File: config.mk
export PLATFORM = sky130hd
export DESIGN_NAME = marker_position_ring_queue_top
export DESIGN_NICKNAME = d
export VERILOG_FILES = /design/src/hdl/mprq_pkg.sv /design/src/hdl/marker_position_ring_queue_top.sv /design/src/hdl/mprq_store.sv /design/src/hdl/mprq_alu.sv
export VERILOG_INCLUDE_DIRS = /design/src /design/src/hdl
export SDC_FILE = /design/constraint.sdc
export NUM_CORES = 1
export LEC_CHECK = 0
export BUFFER_PORTS_ARGS = -buffer_cell sky130_fd_sc_hd__buf_2
export CORE_ASPECT_RATIO = 0.7
export CORE_MARGIN = 5
export CORE_UTILIZATION = 30
export CTS_CLUSTER_DIAMETER = 120
export DETAILED_ROUTE_END_ITERATION = 6
export HOLD_SLACK_MARGIN = 0.12
export MAX_ROUTING_LAYER = met4
export PLACE_DENSITY = 0.44
export SLEW_MARGIN = 10
export SYNTH_ARGS = -nofsm -noshare
export SYNTH_HDL_FRONTEND = slang
export SYNTH_SLANG_ARGS = --single-unit
export TNS_END_PERCENT = 30
File: constraint.sdc
create_clock -name clk -period 5.3 [get_ports clk]
set_clock_uncertainty 0.2 [all_clocks]
set_input_delay 0.265 -clock clk [delete_from_list [all_inputs] [get_ports clk]]
set_output_delay 0.265 -clock clk [all_outputs]
set_load 0.01 [all_outputs]
File: src/hdl/assert_macros.svh
// Assertion macros shared by the RTL of the marker position ring queue.
`ifndef ASSERT_MACROS_SVH
`define ASSERT_MACROS_SVH
`ifndef SYNTHESIS
// Property must hold at every rising clock edge outside reset.
`define MPRQ_ASSERT(lbl, clk, rst_n, prop, msg) \
    lbl: assert property (@(posedge clk) disable iff (!rst_n) (prop)) else $error(msg);
// Condition must never be true at a rising clock edge outside reset.
`define MPRQ_NEVER(lbl, clk, rst_n, cond, msg) \
    lbl: assert property (@(posedge clk) disable iff (!rst_n) !(cond)) else $error(msg);
`else
`define MPRQ_ASSERT(lbl, clk, rst_n, prop, msg)
`define MPRQ_NEVER(lbl, clk, rst_n, cond, msg)
`endif
`endif

File: src/hdl/mprq_pkg.sv
// Package with the constants, types and slot helpers of the marker position ring queue.
package mprq_pkg;

    localparam int DEPTH = 16;
    localparam int IDX_W = (DEPTH > 1) ? $clog2(DEPTH) : 1;
    localparam int POS_W = 16;
    localparam int CNT_W = 4;
    localparam int IN_DATA_W = 48;
    localparam int OUT_DATA_W = 56;

    typedef logic [IDX_W-1:0] idx_t;
    typedef logic [POS_W-1:0] pos_t;

    // Action codes carried on the input tuser.
    typedef enum logic [1:0] {
        ACT_PUT    = 2'd0,
        ACT_POP    = 2'd1,
        ACT_CLEAR  = 2'd2,
        ACT_REBASE = 2'd3
    } action_t;

    // Sequencer states.
    typedef enum logic [6:0] {
        ST_IDLE  = 7'b0000001,
        ST_PUT   = 7'b0000010,
        ST_POP   = 7'b0000100,
        ST_RB    = 7'b0001000,
        ST_FIRST = 7'b0010000,
        ST_LAST  = 7'b0100000,
        ST_DONE  = 7'b1000000
    } state_t;

    // Result of the shared compare and rebase unit.
    typedef struct packed {
        logic ge;
        logic eq;
        pos_t rebased;
    } alu_res_t;

    function automatic idx_t next_slot(input idx_t i);
        return (i == idx_t'(DEPTH - 1)) ? '0 : idx_t'(i + 1'b1);
    endfunction

    function automatic idx_t prev_slot(input idx_t i);
        return (i == '0) ? idx_t'(DEPTH - 1) : idx_t'(i - 1'b1);
    endfunction

endpackage

File: src/hdl/marker_position_ring_queue_top.sv
// Top level of the marker position ring queue: sequencer, indexes and output register.
//
// The block keeps a ring queue of up to DEPTH-1 marker positions.
// Input channel s_*: one item per action; tuser carries the action code and
// tdata the position, buffer start and buffer end. Output channel m_*: exactly
// one item per input item, with the queue status after the action.
// The marker store has a single registered read port, and the sequencer reads
// through it one entry per cycle. A put runs the PUT step, a pop on a non-empty
// queue POP, a rebase on a non-empty queue RB once per stored entry, and clear
// and a pop or rebase on an empty queue none; all then run FIRST, LAST, DONE.
// The next item can be accepted in the cycle after the result is loaded into
// the output register. Reset empties the queue at once, with no clearing pass;
// the store contents are not cleared, since unwritten entries are never used.
// When the receiver stalls, the result stays in the output register; the next
// item may still be accepted and worked on, and its result waits in the last
// sequencer step until the output register is free.
`include "assert_macros.svh"

module marker_position_ring_queue_top (
    input  logic                               clk,
    input  logic                               rst_n,
    input  logic                               s_tvalid,
    output logic                               s_tready,
    // [15:0] position, [31:16] buffer_start, [47:32] buffer_end
    input  logic [mprq_pkg::IN_DATA_W-1:0]     s_tdata,
    // [1:0] action
    input  logic [1:0]                         s_tuser,
    output logic                               m_tvalid,
    input  logic                               m_tready,
    // [0] not_empty, [16:1] first_position, [32:17] last_position,
    // [33] popped_valid, [49:34] popped_position, [50] overflow,
    // [54:51] entry_count, [55] zero
    output logic [mprq_pkg::OUT_DATA_W-1:0]    m_tdata
);

    mprq_pkg::state_t  state_reg, state_next;
    mprq_pkg::idx_t    rd_idx_reg, rd_idx_next;
    mprq_pkg::idx_t    wr_idx_reg, wr_idx_next;
    mprq_pkg::idx_t    walk_reg, walk_next;
    mprq_pkg::action_t act_reg, act_next;
    mprq_pkg::pos_t    pos_reg, pos_next;
    mprq_pkg::pos_t    bstart_reg, bstart_next;
    mprq_pkg::pos_t    bend_reg, bend_next;
    mprq_pkg::pos_t    first_reg, first_next;
    mprq_pkg::pos_t    popped_reg, popped_next;
    logic              pv_reg, pv_next;
    logic              ovf_reg, ovf_next;
    logic              m_tvalid_reg, m_tvalid_next;
    logic [mprq_pkg::OUT_DATA_W-1:0] m_tdata_reg, m_tdata_next;

    mprq_pkg::idx_t     raddr;
    mprq_pkg::idx_t     waddr;
    mprq_pkg::pos_t     wdata;
    mprq_pkg::pos_t     rdata;
    logic               we;
    mprq_pkg::alu_res_t alu;
    logic               accept;
    logic               nonempty;
    logic               out_free;
    logic               out_load;
    logic [mprq_pkg::IDX_W:0] count;
    mprq_pkg::action_t  in_action;

    assign in_action = mprq_pkg::action_t'(s_tuser);
    assign s_tready  = (state_reg == mprq_pkg::ST_IDLE);
    assign accept    = s_tvalid && s_tready;
    assign nonempty  = (rd_idx_reg != wr_idx_reg);
    assign out_free  = !m_tvalid_reg || m_tready;
    assign out_load  = (state_reg == mprq_pkg::ST_DONE) && out_free;

    // Number of stored entries, wrapping around the ring.
    always_comb
    begin
        if (wr_idx_reg >= rd_idx_reg)
        begin
            count = {1'b0, wr_idx_reg} - {1'b0, rd_idx_reg};
        end
        else
        begin
            count = (mprq_pkg::IDX_W+1)'({1'b0, wr_idx_reg}
                    + (mprq_pkg::IDX_W+1)'(mprq_pkg::DEPTH)) - {1'b0, rd_idx_reg};
        end
    end

    mprq_store u_store (
        .clk   (clk),
        .we    (we),
        .waddr (waddr),
        .wdata (wdata),
        .raddr (raddr),
        .rdata (rdata)
    );

    mprq_alu u_alu (
        .value        (rdata),
        .position     (pos_reg),
        .buffer_start (bstart_reg),
        .buffer_end   (bend_reg),
        .res          (alu)
    );

    // Sequencer: issues one store read per cycle and applies the shared unit.
    always_comb
    begin
        state_next    = state_reg;
        rd_idx_next   = rd_idx_reg;
        wr_idx_next   = wr_idx_reg;
        walk_next     = walk_reg;
        act_next      = act_reg;
        pos_next      = pos_reg;
        bstart_next   = bstart_reg;
        bend_next     = bend_reg;
        first_next    = first_reg;
        popped_next   = popped_reg;
        pv_next       = pv_reg;
        ovf_next      = ovf_reg;
        m_tvalid_next = m_tvalid_reg && !m_tready;
        m_tdata_next  = m_tdata_reg;
        raddr         = rd_idx_reg;
        waddr         = wr_idx_reg;
        wdata         = pos_reg;
        we            = 1'b0;

        unique case (state_reg)
            mprq_pkg::ST_IDLE:
            begin
                if (in_action == mprq_pkg::ACT_PUT)
                begin
                    raddr = mprq_pkg::prev_slot(wr_idx_reg);
                end
                if (accept)
                begin
                    act_next    = in_action;
                    pos_next    = s_tdata[15:0];
                    bstart_next = s_tdata[31:16];
                    bend_next   = s_tdata[47:32];
                    walk_next   = rd_idx_reg;
                    pv_next     = 1'b0;
                    popped_next = '0;
                    ovf_next    = 1'b0;
                    unique case (in_action)
                        mprq_pkg::ACT_PUT:
                        begin
                            state_next = mprq_pkg::ST_PUT;
                        end
                        mprq_pkg::ACT_POP:
                        begin
                            state_next = nonempty ? mprq_pkg::ST_POP : mprq_pkg::ST_FIRST;
                        end
                        mprq_pkg::ACT_CLEAR:
                        begin
                            rd_idx_next = '0;
                            wr_idx_next = '0;
                            state_next  = mprq_pkg::ST_FIRST;
                        end
                        mprq_pkg::ACT_REBASE:
                        begin
                            state_next = nonempty ? mprq_pkg::ST_RB : mprq_pkg::ST_FIRST;
                        end
                        default:
                        begin
                            state_next = mprq_pkg::ST_FIRST;
                        end
                    endcase
                end
            end
            mprq_pkg::ST_PUT:
            begin
                // A put equal to the newest entry is skipped; a put into a full ring is dropped.
                if (!(nonempty && alu.eq))
                begin
                    if (mprq_pkg::next_slot(wr_idx_reg) == rd_idx_reg)
                    begin
                        ovf_next = 1'b1;
                    end
                    else
                    begin
                        we          = 1'b1;
                        waddr       = wr_idx_reg;
                        wdata       = pos_reg;
                        wr_idx_next = mprq_pkg::next_slot(wr_idx_reg);
                    end
                end
                state_next = mprq_pkg::ST_FIRST;
            end
            mprq_pkg::ST_POP:
            begin
                pv_next     = 1'b1;
                popped_next = rdata;
                rd_idx_next = mprq_pkg::next_slot(rd_idx_reg);
                state_next  = mprq_pkg::ST_FIRST;
            end
            mprq_pkg::ST_RB:
            begin
                // Rewrite the current entry and fetch the next one in the same cycle.
                if (alu.ge)
                begin
                    we    = 1'b1;
                    waddr = walk_reg;
                    wdata = alu.rebased;
                end
                walk_next = mprq_pkg::next_slot(walk_reg);
                raddr     = mprq_pkg::next_slot(walk_reg);
                if (mprq_pkg::next_slot(walk_reg) == wr_idx_reg)
                begin
                    state_next = mprq_pkg::ST_FIRST;
                end
            end
            mprq_pkg::ST_FIRST:
            begin
                raddr      = rd_idx_reg;
                state_next = mprq_pkg::ST_LAST;
            end
            mprq_pkg::ST_LAST:
            begin
                first_next = rdata;
                raddr      = mprq_pkg::prev_slot(wr_idx_reg);
                state_next = mprq_pkg::ST_DONE;
            end
            mprq_pkg::ST_DONE:
            begin
                raddr = mprq_pkg::prev_slot(wr_idx_reg);
                if (out_free)
                begin
                    m_tvalid_next = 1'b1;
                    m_tdata_next  = {1'b0,
                                     mprq_pkg::CNT_W'(count),
                                     ovf_reg,
                                     popped_reg,
                                     pv_reg,
                                     (nonempty ? rdata : mprq_pkg::pos_t'(0)),
                                     (nonempty ? first_reg : mprq_pkg::pos_t'(0)),
                                     nonempty};
                    state_next    = mprq_pkg::ST_IDLE;
                end
            end
            default:
            begin
                state_next = mprq_pkg::ST_IDLE;
            end
        endcase
    end

    // Control registers.
    always_ff @(posedge clk or negedge rst_n)
    begin
        if (!rst_n)
        begin
            state_reg    <= mprq_pkg::ST_IDLE;
            rd_idx_reg   <= '0;
            wr_idx_reg   <= '0;
            m_tvalid_reg <= 1'b0;
        end
        else
        begin
            state_reg    <= state_next;
            rd_idx_reg   <= rd_idx_next;
            wr_idx_reg   <= wr_idx_next;
            m_tvalid_reg <= m_tvalid_next;
        end
    end

    // Payload and scratch registers.
    always_ff @(posedge clk)
    begin
        walk_reg    <= walk_next;
        act_reg     <= act_next;
        pos_reg     <= pos_next;
        bstart_reg  <= bstart_next;
        bend_reg    <= bend_next;
        first_reg   <= first_next;
        popped_reg  <= popped_next;
        pv_reg      <= pv_next;
        ovf_reg     <= ovf_next;
        m_tdata_reg <= m_tdata_next;
    end

    assign m_tvalid = m_tvalid_reg;
    assign m_tdata  = m_tdata_reg;

    // Checks on the sequencer.
    `MPRQ_ASSERT(a_busy_after_accept, clk, rst_n, accept |=> !s_tready,
        "block still ready right after accepting an item")
    `MPRQ_ASSERT(a_ovf_only_put, clk, rst_n,
        (out_load && ovf_reg) |-> (act_reg == mprq_pkg::ACT_PUT),
        "overflow reported for an action other than put")
    `MPRQ_ASSERT(a_pop_only_pop, clk, rst_n,
        (out_load && pv_reg) |-> (act_reg == mprq_pkg::ACT_POP),
        "popped entry reported for an action other than pop")
    `MPRQ_NEVER(a_walk_in_range, clk, rst_n,
        (state_reg == mprq_pkg::ST_RB) && (walk_reg == wr_idx_reg),
        "rebase walk reached the write slot")
    `MPRQ_ASSERT(a_load_sets_valid, clk, rst_n, out_load |=> m_tvalid,
        "result loaded but output not valid")

endmodule

File: src/hdl/mprq_store.sv
// Marker store: one write port and one registered read port.
module mprq_store (
    input  logic           clk,
    input  logic           we,
    input  mprq_pkg::idx_t waddr,
    input  mprq_pkg::pos_t wdata,
    input  mprq_pkg::idx_t raddr,
    output mprq_pkg::pos_t rdata
);

    mprq_pkg::pos_t mem [mprq_pkg::DEPTH];
    mprq_pkg::pos_t rdata_reg;

    // Write port.
    always_ff @(posedge clk)
    begin
        if (we)
        begin
            mem[waddr] <= wdata;
        end
    end

    // Registered read port.
    always_ff @(posedge clk)
    begin
        rdata_reg <= mem[raddr];
    end

    assign rdata = rdata_reg;

endmodule

File: src/hdl/mprq_alu.sv
// Shared compare and rebase unit applied to one stored position at a time.
module mprq_alu (
    input  mprq_pkg::pos_t     value,
    input  mprq_pkg::pos_t     position,
    input  mprq_pkg::pos_t     buffer_start,
    input  mprq_pkg::pos_t     buffer_end,
    output mprq_pkg::alu_res_t res
);

    // Compares against the buffer end and the position; folds overshoot past the buffer end onto the buffer start.
    always_comb
    begin
        res.ge      = (value >= buffer_end);
        res.eq      = (value == position);
        res.rebased = mprq_pkg::pos_t'(buffer_start + mprq_pkg::pos_t'(value - buffer_end));
    end

endmodule

; Yosys cells after proc, flatten, opt, wreduce, memory -nomap -nowiden
; Memories as Yosys holds them, arrays and structs flattened. A register that Yosys moved wholly into a read port is not among the register bits.
; Index checks and enable logic that the tools add are counted.
[totals]
ram_bits = 256
output_inout_bits = 58
latch_bits = 0
mem_count = 1
elab_cells = 112
ff_bits = 157
rom_bits = 0
[mem_list]
columns = memory, depth, width, read_ports, rd_ports_with_merged_regs, write_ports, line
row1 = u_store.mem, 16, 16, 1, 1, 1, mprq_store.sv:11  ; mprq_pkg::pos_t mem [mprq_pkg::DEPTH];
[classes]
n_mux = 41
n_reduce_logical = 21
n_eq_ne = 24
addsub = 9
div = 0
shift = 0
mul = 0
magnitude_cmp = 2
bitwise_logic = 0
[ops]
columns = cell, count
row1 = 4-bit two-way mux, 13
row2 = 16-bit two-way mux, 3
row3 = 7-bit case mux with 6 select lines, 1
row4 = 16-bit case mux with 2 select lines, 1
row5 = 7-bit case mux with 4 select lines, 1
row6 = 4-bit case mux with 2 select lines, 3
row7 = 7-bit two-way mux, 3
row8 = 16-bit adder, 1
row9 = "4-bit by 1-bit adder with 4-bit output, second input constant", 4
row10 = 16-bit == test, 1
row11 = 16-bit >= comparator, 1
row12 = 16-bit subtractor, 1
row13 = "4-bit == test, second input constant", 3
row14 = 4-bit case mux with 3 select lines, 1
row15 = 1-bit two-way mux, 10
row16 = 5-bit two-way mux, 2
row17 = "2-bit inequality test, second input constant", 5
row18 = 4-bit == test, 2
row19 = 2-bit AND reduction, 4
row20 = 4-bit subtractor, 2
row21 = "7-bit by 1-bit == test with 1-bit output, second input constant", 1
row22 = "7-bit by 2-bit == test with 1-bit output, second input constant", 1
row23 = "7-bit by 3-bit == test with 1-bit output, second input constant", 1
row24 = "7-bit by 4-bit == test with 1-bit output, second input constant", 1
row25 = 20 further kinds, 31

; Logic depth before layout (Yosys ltp)
[depth]
ltp_word = 8
depth_mapped = 14
ltp_nobuf = 14

; Modules after synthesis
; From an unflattened synthesis, not the netlist that was laid out.
[unflattened]
cells_unflattened = 1087
hier_area_um2 = 18163.7
[modules_own_cells]
columns = module, cells_each, seq_area_each_um2, n_inst, area_per_inst_um2
row1 = mprq_store, 432, 8007.7, 1, 10042.1
row2 = marker_position_ring_queue_top, 392, 4635.7, 1, 6242.2
row3 = mprq_alu, 263, 0.0, 1, 1879.3

; Least setup slack after synthesis
; No wires, ideal clock.
[synth_path]
path_kind = reg-to-reg
startpoint = register state_reg[5]
endpoint = register m_tdata_reg, in the netlist m_tdata[0] (enable)
path_stages_with_launch = 3
path_slack_ps = -89
t_arrival_ps = 4653
path_cell_list = dfrtp_1 > or3b_4 > nor3_1
[synth_between]
elab_chain_len = 2
[synth_rtl]
columns = item, line
row1 = from (decl), marker_position_ring_queue_top.sv:36  ; mprq_pkg::state_t state_reg, state_next;
row2 = from (signal assigned), marker_position_ring_queue_top.sv:249  ; state_reg <= mprq_pkg::ST_IDLE;
row3 = from (signal assigned), marker_position_ring_queue_top.sv:256  ; state_reg <= state_next;
row4 = 7-bit == test, marker_position_ring_queue_top.sv:124  ; unique case (state_reg)
row5 = 2-bit AND reduction (no line), n/a
row6 = to (signal assigned), marker_position_ring_queue_top.sv:275  ; m_tdata_reg <= m_tdata_next;
row7 = to (decl), marker_position_ring_queue_top.sv:49  ; logic [mprq_pkg::OUT_DATA_W-1:0] m_tdata_reg, m_tdata_next;
; No other way between the ends.
; A chain may end at the register's enable or synchronous reset.

; Worst setup path after layout
[layout_path]
startpoint = register u_store.rdata_reg[2] (netlist: u_store.rdata[2]) (read register of u_store.mem)
endpoint = memory u_store.mem[3][12] (netlist bit), data pin
[layout_between]
elab_chain_len = 4
[layout_rtl]
columns = item, line
row1 = from (decl), mprq_store.sv:12  ; mprq_pkg::pos_t rdata_reg;
row2 = 16-bit subtractor, mprq_alu.sv:15  ; res.rebased = mprq_pkg::pos_t'(buffer_start + mprq_pkg::pos_t'(value - buffer_end));
row3 = 16-bit adder, mprq_alu.sv:15
row4 = 16-bit two-way mux (*), marker_position_ring_queue_top.sv:196  ; if (alu.ge)
row5 = 16-bit two-way mux (*), n/a
row6 = named net u_store.wdata[12], mprq_store.sv:6  ; input mprq_pkg::pos_t wdata,
row7 = to (decl), mprq_store.sv:11
; The timed path passes the listed nets; every way through them passes the cells marked *.

==> flow_summary_export.csv <==
group,metric,value,unit
clocking,clk_pin_slew,70,ps
logic_synthesis,synth_edf_count,397,
power_and_ir_drop,total_power,11.9,mW
global_route,grt_pass1_vias,11815,
logic_synthesis,synth_commonest_cells,"edfxtp_1 (397), nand2_1 (228), nor2_1 (100), inv_1 (96), a21oi_1 (84)",
clocking,ctsResizeCount,0,
setup_path,cp.arrival,4670,ps
route,routed_via_density,4.81,
timing,fmax,215,MHz
logic_synthesis,synth_ff_type,"edfxtp_1",
floorplan,die_w,306,um
clocking,clk_path_buf_depth,3,
outcome,run_status,"complete, no violations",
logic_synthesis,yosysMostFrequentCell,"edfxtp_1",
timing,hold_slack,214,ps
timing,rsz0062_at_grt,"false",
logic_synthesis,synth_top_area_share,65.0,%
timing,fin_crit,4660,ps
global_route,track_usage,16.4,%
power_and_ir_drop,cellPowerDensity,536,nW/um2
cells_and_area,largest_register_ffs,256,
global_route,grt_start_max_net_pins,61,
setup_path,end_kind,"register",
cells_and_area,syn_to_final_growth,20.5,%
clocking,clock-sinks,429,
route,drt_wl_total,53.5,mm
logic_synthesis,synth-seq-cells,429,
cells_and_area,fillCellCount,5925,
setup_path,max_stage_delay,820,ps
setup_path,critical_path_required,5310,ps
route,wl_per_cell,21.8,um
timing,tightest_slew,1150,ps
logic_synthesis,async_flop_share,3.73,%
logic_synthesis,yosys_warnings,0,
clocking,htree_levels,2,
logic_synthesis,syn-num-nets,1512,
global_route,antenna_found_initial,3,
cells_and_area,final_nets,1721,
setup_path,path_class,"register to register",
logic_synthesis,syn_area,18300,um2
logic_synthesis,avgSynthCellArea,13.1,um2
clocking,insertion_delay,570,ps
floorplan,dieHeight,217,um
placement,gp_congestion,0.796,
logic_synthesis,netlist_top_cells_area,"edfxtp_1 (65%), nand2_1 (4.7%), ha_1 (2.6%), a21oi_1 (2.3%), dfrtp_1 (2.0%)",
cells_and_area,fin_cells,2457,
setup_path,critPathMaxFanout,16,
power_and_ir_drop,leakagePower,8.16,nW
logic_synthesis,syn_inst,1404,
timing,setup_viol,0,
logic_synthesis,synth_cell_type_count,76,
floorplan,dieArea,66300,um2
timing,slew_violations,0,
floorplan,core,60200,um2
global_route,grt_overflow_total,0,
placement,dp_hpwl,35.3,mm
floorplan,start_util,30.4,%
timing,period_share,87.9,%
cells_and_area,drive_gt1_share,16.4,%
floorplan,ios,112,
min_path,hold_path_class,"register to register",
setup_path,worst_setup_path_start_kind,"register",
setup_path,crit_path_frequent_cell,"inv_1",
job,cap_violations,0,
route,drtPass1Iterations,6,
clocking,holdBufCountCts,56,
clocking,cts_root_buf,"clkbuf_16",
logic_synthesis,seq_area_frac_synth,68.9,%
logic_synthesis,synth_top_area_cell,"edfxtp_1",
route,vias,11822,
timing,slew_headroom,22.7,%
placement,placed_cells,2320,
power_and_ir_drop,peakVddDrop,0.262,mV
clocking,cts_setup_buffers,0,
route,drtIter0Drc,945,
global_route,grt_pass1_wl,79.7,mm
timing,setup_tns,0,ps
setup_path,cpMaxStageDelayCell,"o21ai_1",
floorplan,num_rows,75,
clocking,cts_tree,"built",
clocking,cts_made_buffers,43,
setup_path,crit_path_cell_trace,"inv_1 -> fa_1 -> inv_1 -> ha_1 -> nor2b_1 -> o211ai_1 -> a21boi_0 -> o221a_2 -> a41o_1 -> nor2_1 -> xor2_1 -> o21ai_1",
route,ant_nets,0,
timing,final_hold_viol_count,0,
placement,port_buffers,110,
route,drc,0,
## critical path: cells and delay by family (launching register included)
kind                     cells  cell delay (ps)
AO/OA/AOI/OAI                5             2010
adder cells (fa/ha/maj)      2              860
flip-flops                   1              610
AND/OR/NAND/NOR              2              250
buffers and inverters        2              230
XOR/XNOR                     1              150
## kinds of logic after synthesis
| logic type | after synthesis | share of synthesized area, % |
|---|---|---|
| fa+ha+maj | 54 | 4.34 |
| other cells | 1 | 0.0204 |
| flops | 429 | 68.9 |
| buf+inv | 153 | 3.45 |
| mux | 24 | 1.34 |
| compound gates | 228 | 8.06 |
| xor+xnor | 45 | 2.15 |
| simple gates | 470 | 11.7 |
## final timing paths
check / from / to / slack (ps) / cells after the start
worst max-delay path: u_store.rdata[2] / u_store.mem[3][12] / 640 / 12
worst min-delay path: popped_reg[4] / m_tdata[38] / 210 / 0
worst max register to register: u_store.rdata[2] / u_store.mem[3][12] / 640 / 12
worst min register to register: popped_reg[4] / m_tdata[38] / 210 / 0
max in group asynchronous: rst_n / wr_idx_reg[0] / 3180 / 4
min in group asynchronous: rst_n / state_reg[0] / 520 / 3
## report_power, final
group / internal (mW) / switching (mW)
registers: 4.18 / 0.268
logic: 1.45 / 2.80
clock network: 1.82 / 1.35
total: 7.44 / 4.41
## per-stage QoR
step / setup WS, ps / area [um2] / utilization (%)
finish: 642 / 22100 / 36.7
detailed placement: 678 / 20100 / 33.3
global route: 330 / 22100 / 36.7
global placement: 793 / 20100 / 33.3
floorplan: 1500 / 18300 / -
CTS: 632 / 22100 / 36.7
## per-layer routing
metal	global-route usage [%]	wire length, um	vias up
li1	-	-	5477
met1	24.9	27100	5941
met4	2.68	680	0
met5	-	0	-
met2	23.1	22400	346
met3	3.23	3370	58
## cell usage in the layout (no fill, tap or decap), types with 19 or more instances in the layout
cell / instances
buf_4: 54
nand2_1: 228
inv_1: 95
mux2i_1: 19
dlygate4sd3_1: 56
nor2_1: 99
ha_1: 38
nor2b_1: 26
o211ai_1: 19
nand3_1: 28
o21ai_0: 37
buf_2: 110
xnor2_1: 31
clkbuf_16: 44
edfxtp_1: 397
a21oi_1: 84
## area by class of cell
class | count | area, um2 | area share (%)
multi-input combinational | 822 | 5090 | 23.0
tap | 808 | 1010 | 4.58
antenna | 1 | 2.50 | 0.0113
clock inverter | 29 | 297 | 1.34
inverter | 96 | 360 | 1.63
clock buffer | 51 | 1160 | 5.24
timing repair buffer | 221 | 1540 | 6.95
sequential | 429 | 12600 | 57.2
Power figures use the tool's default switching activity.
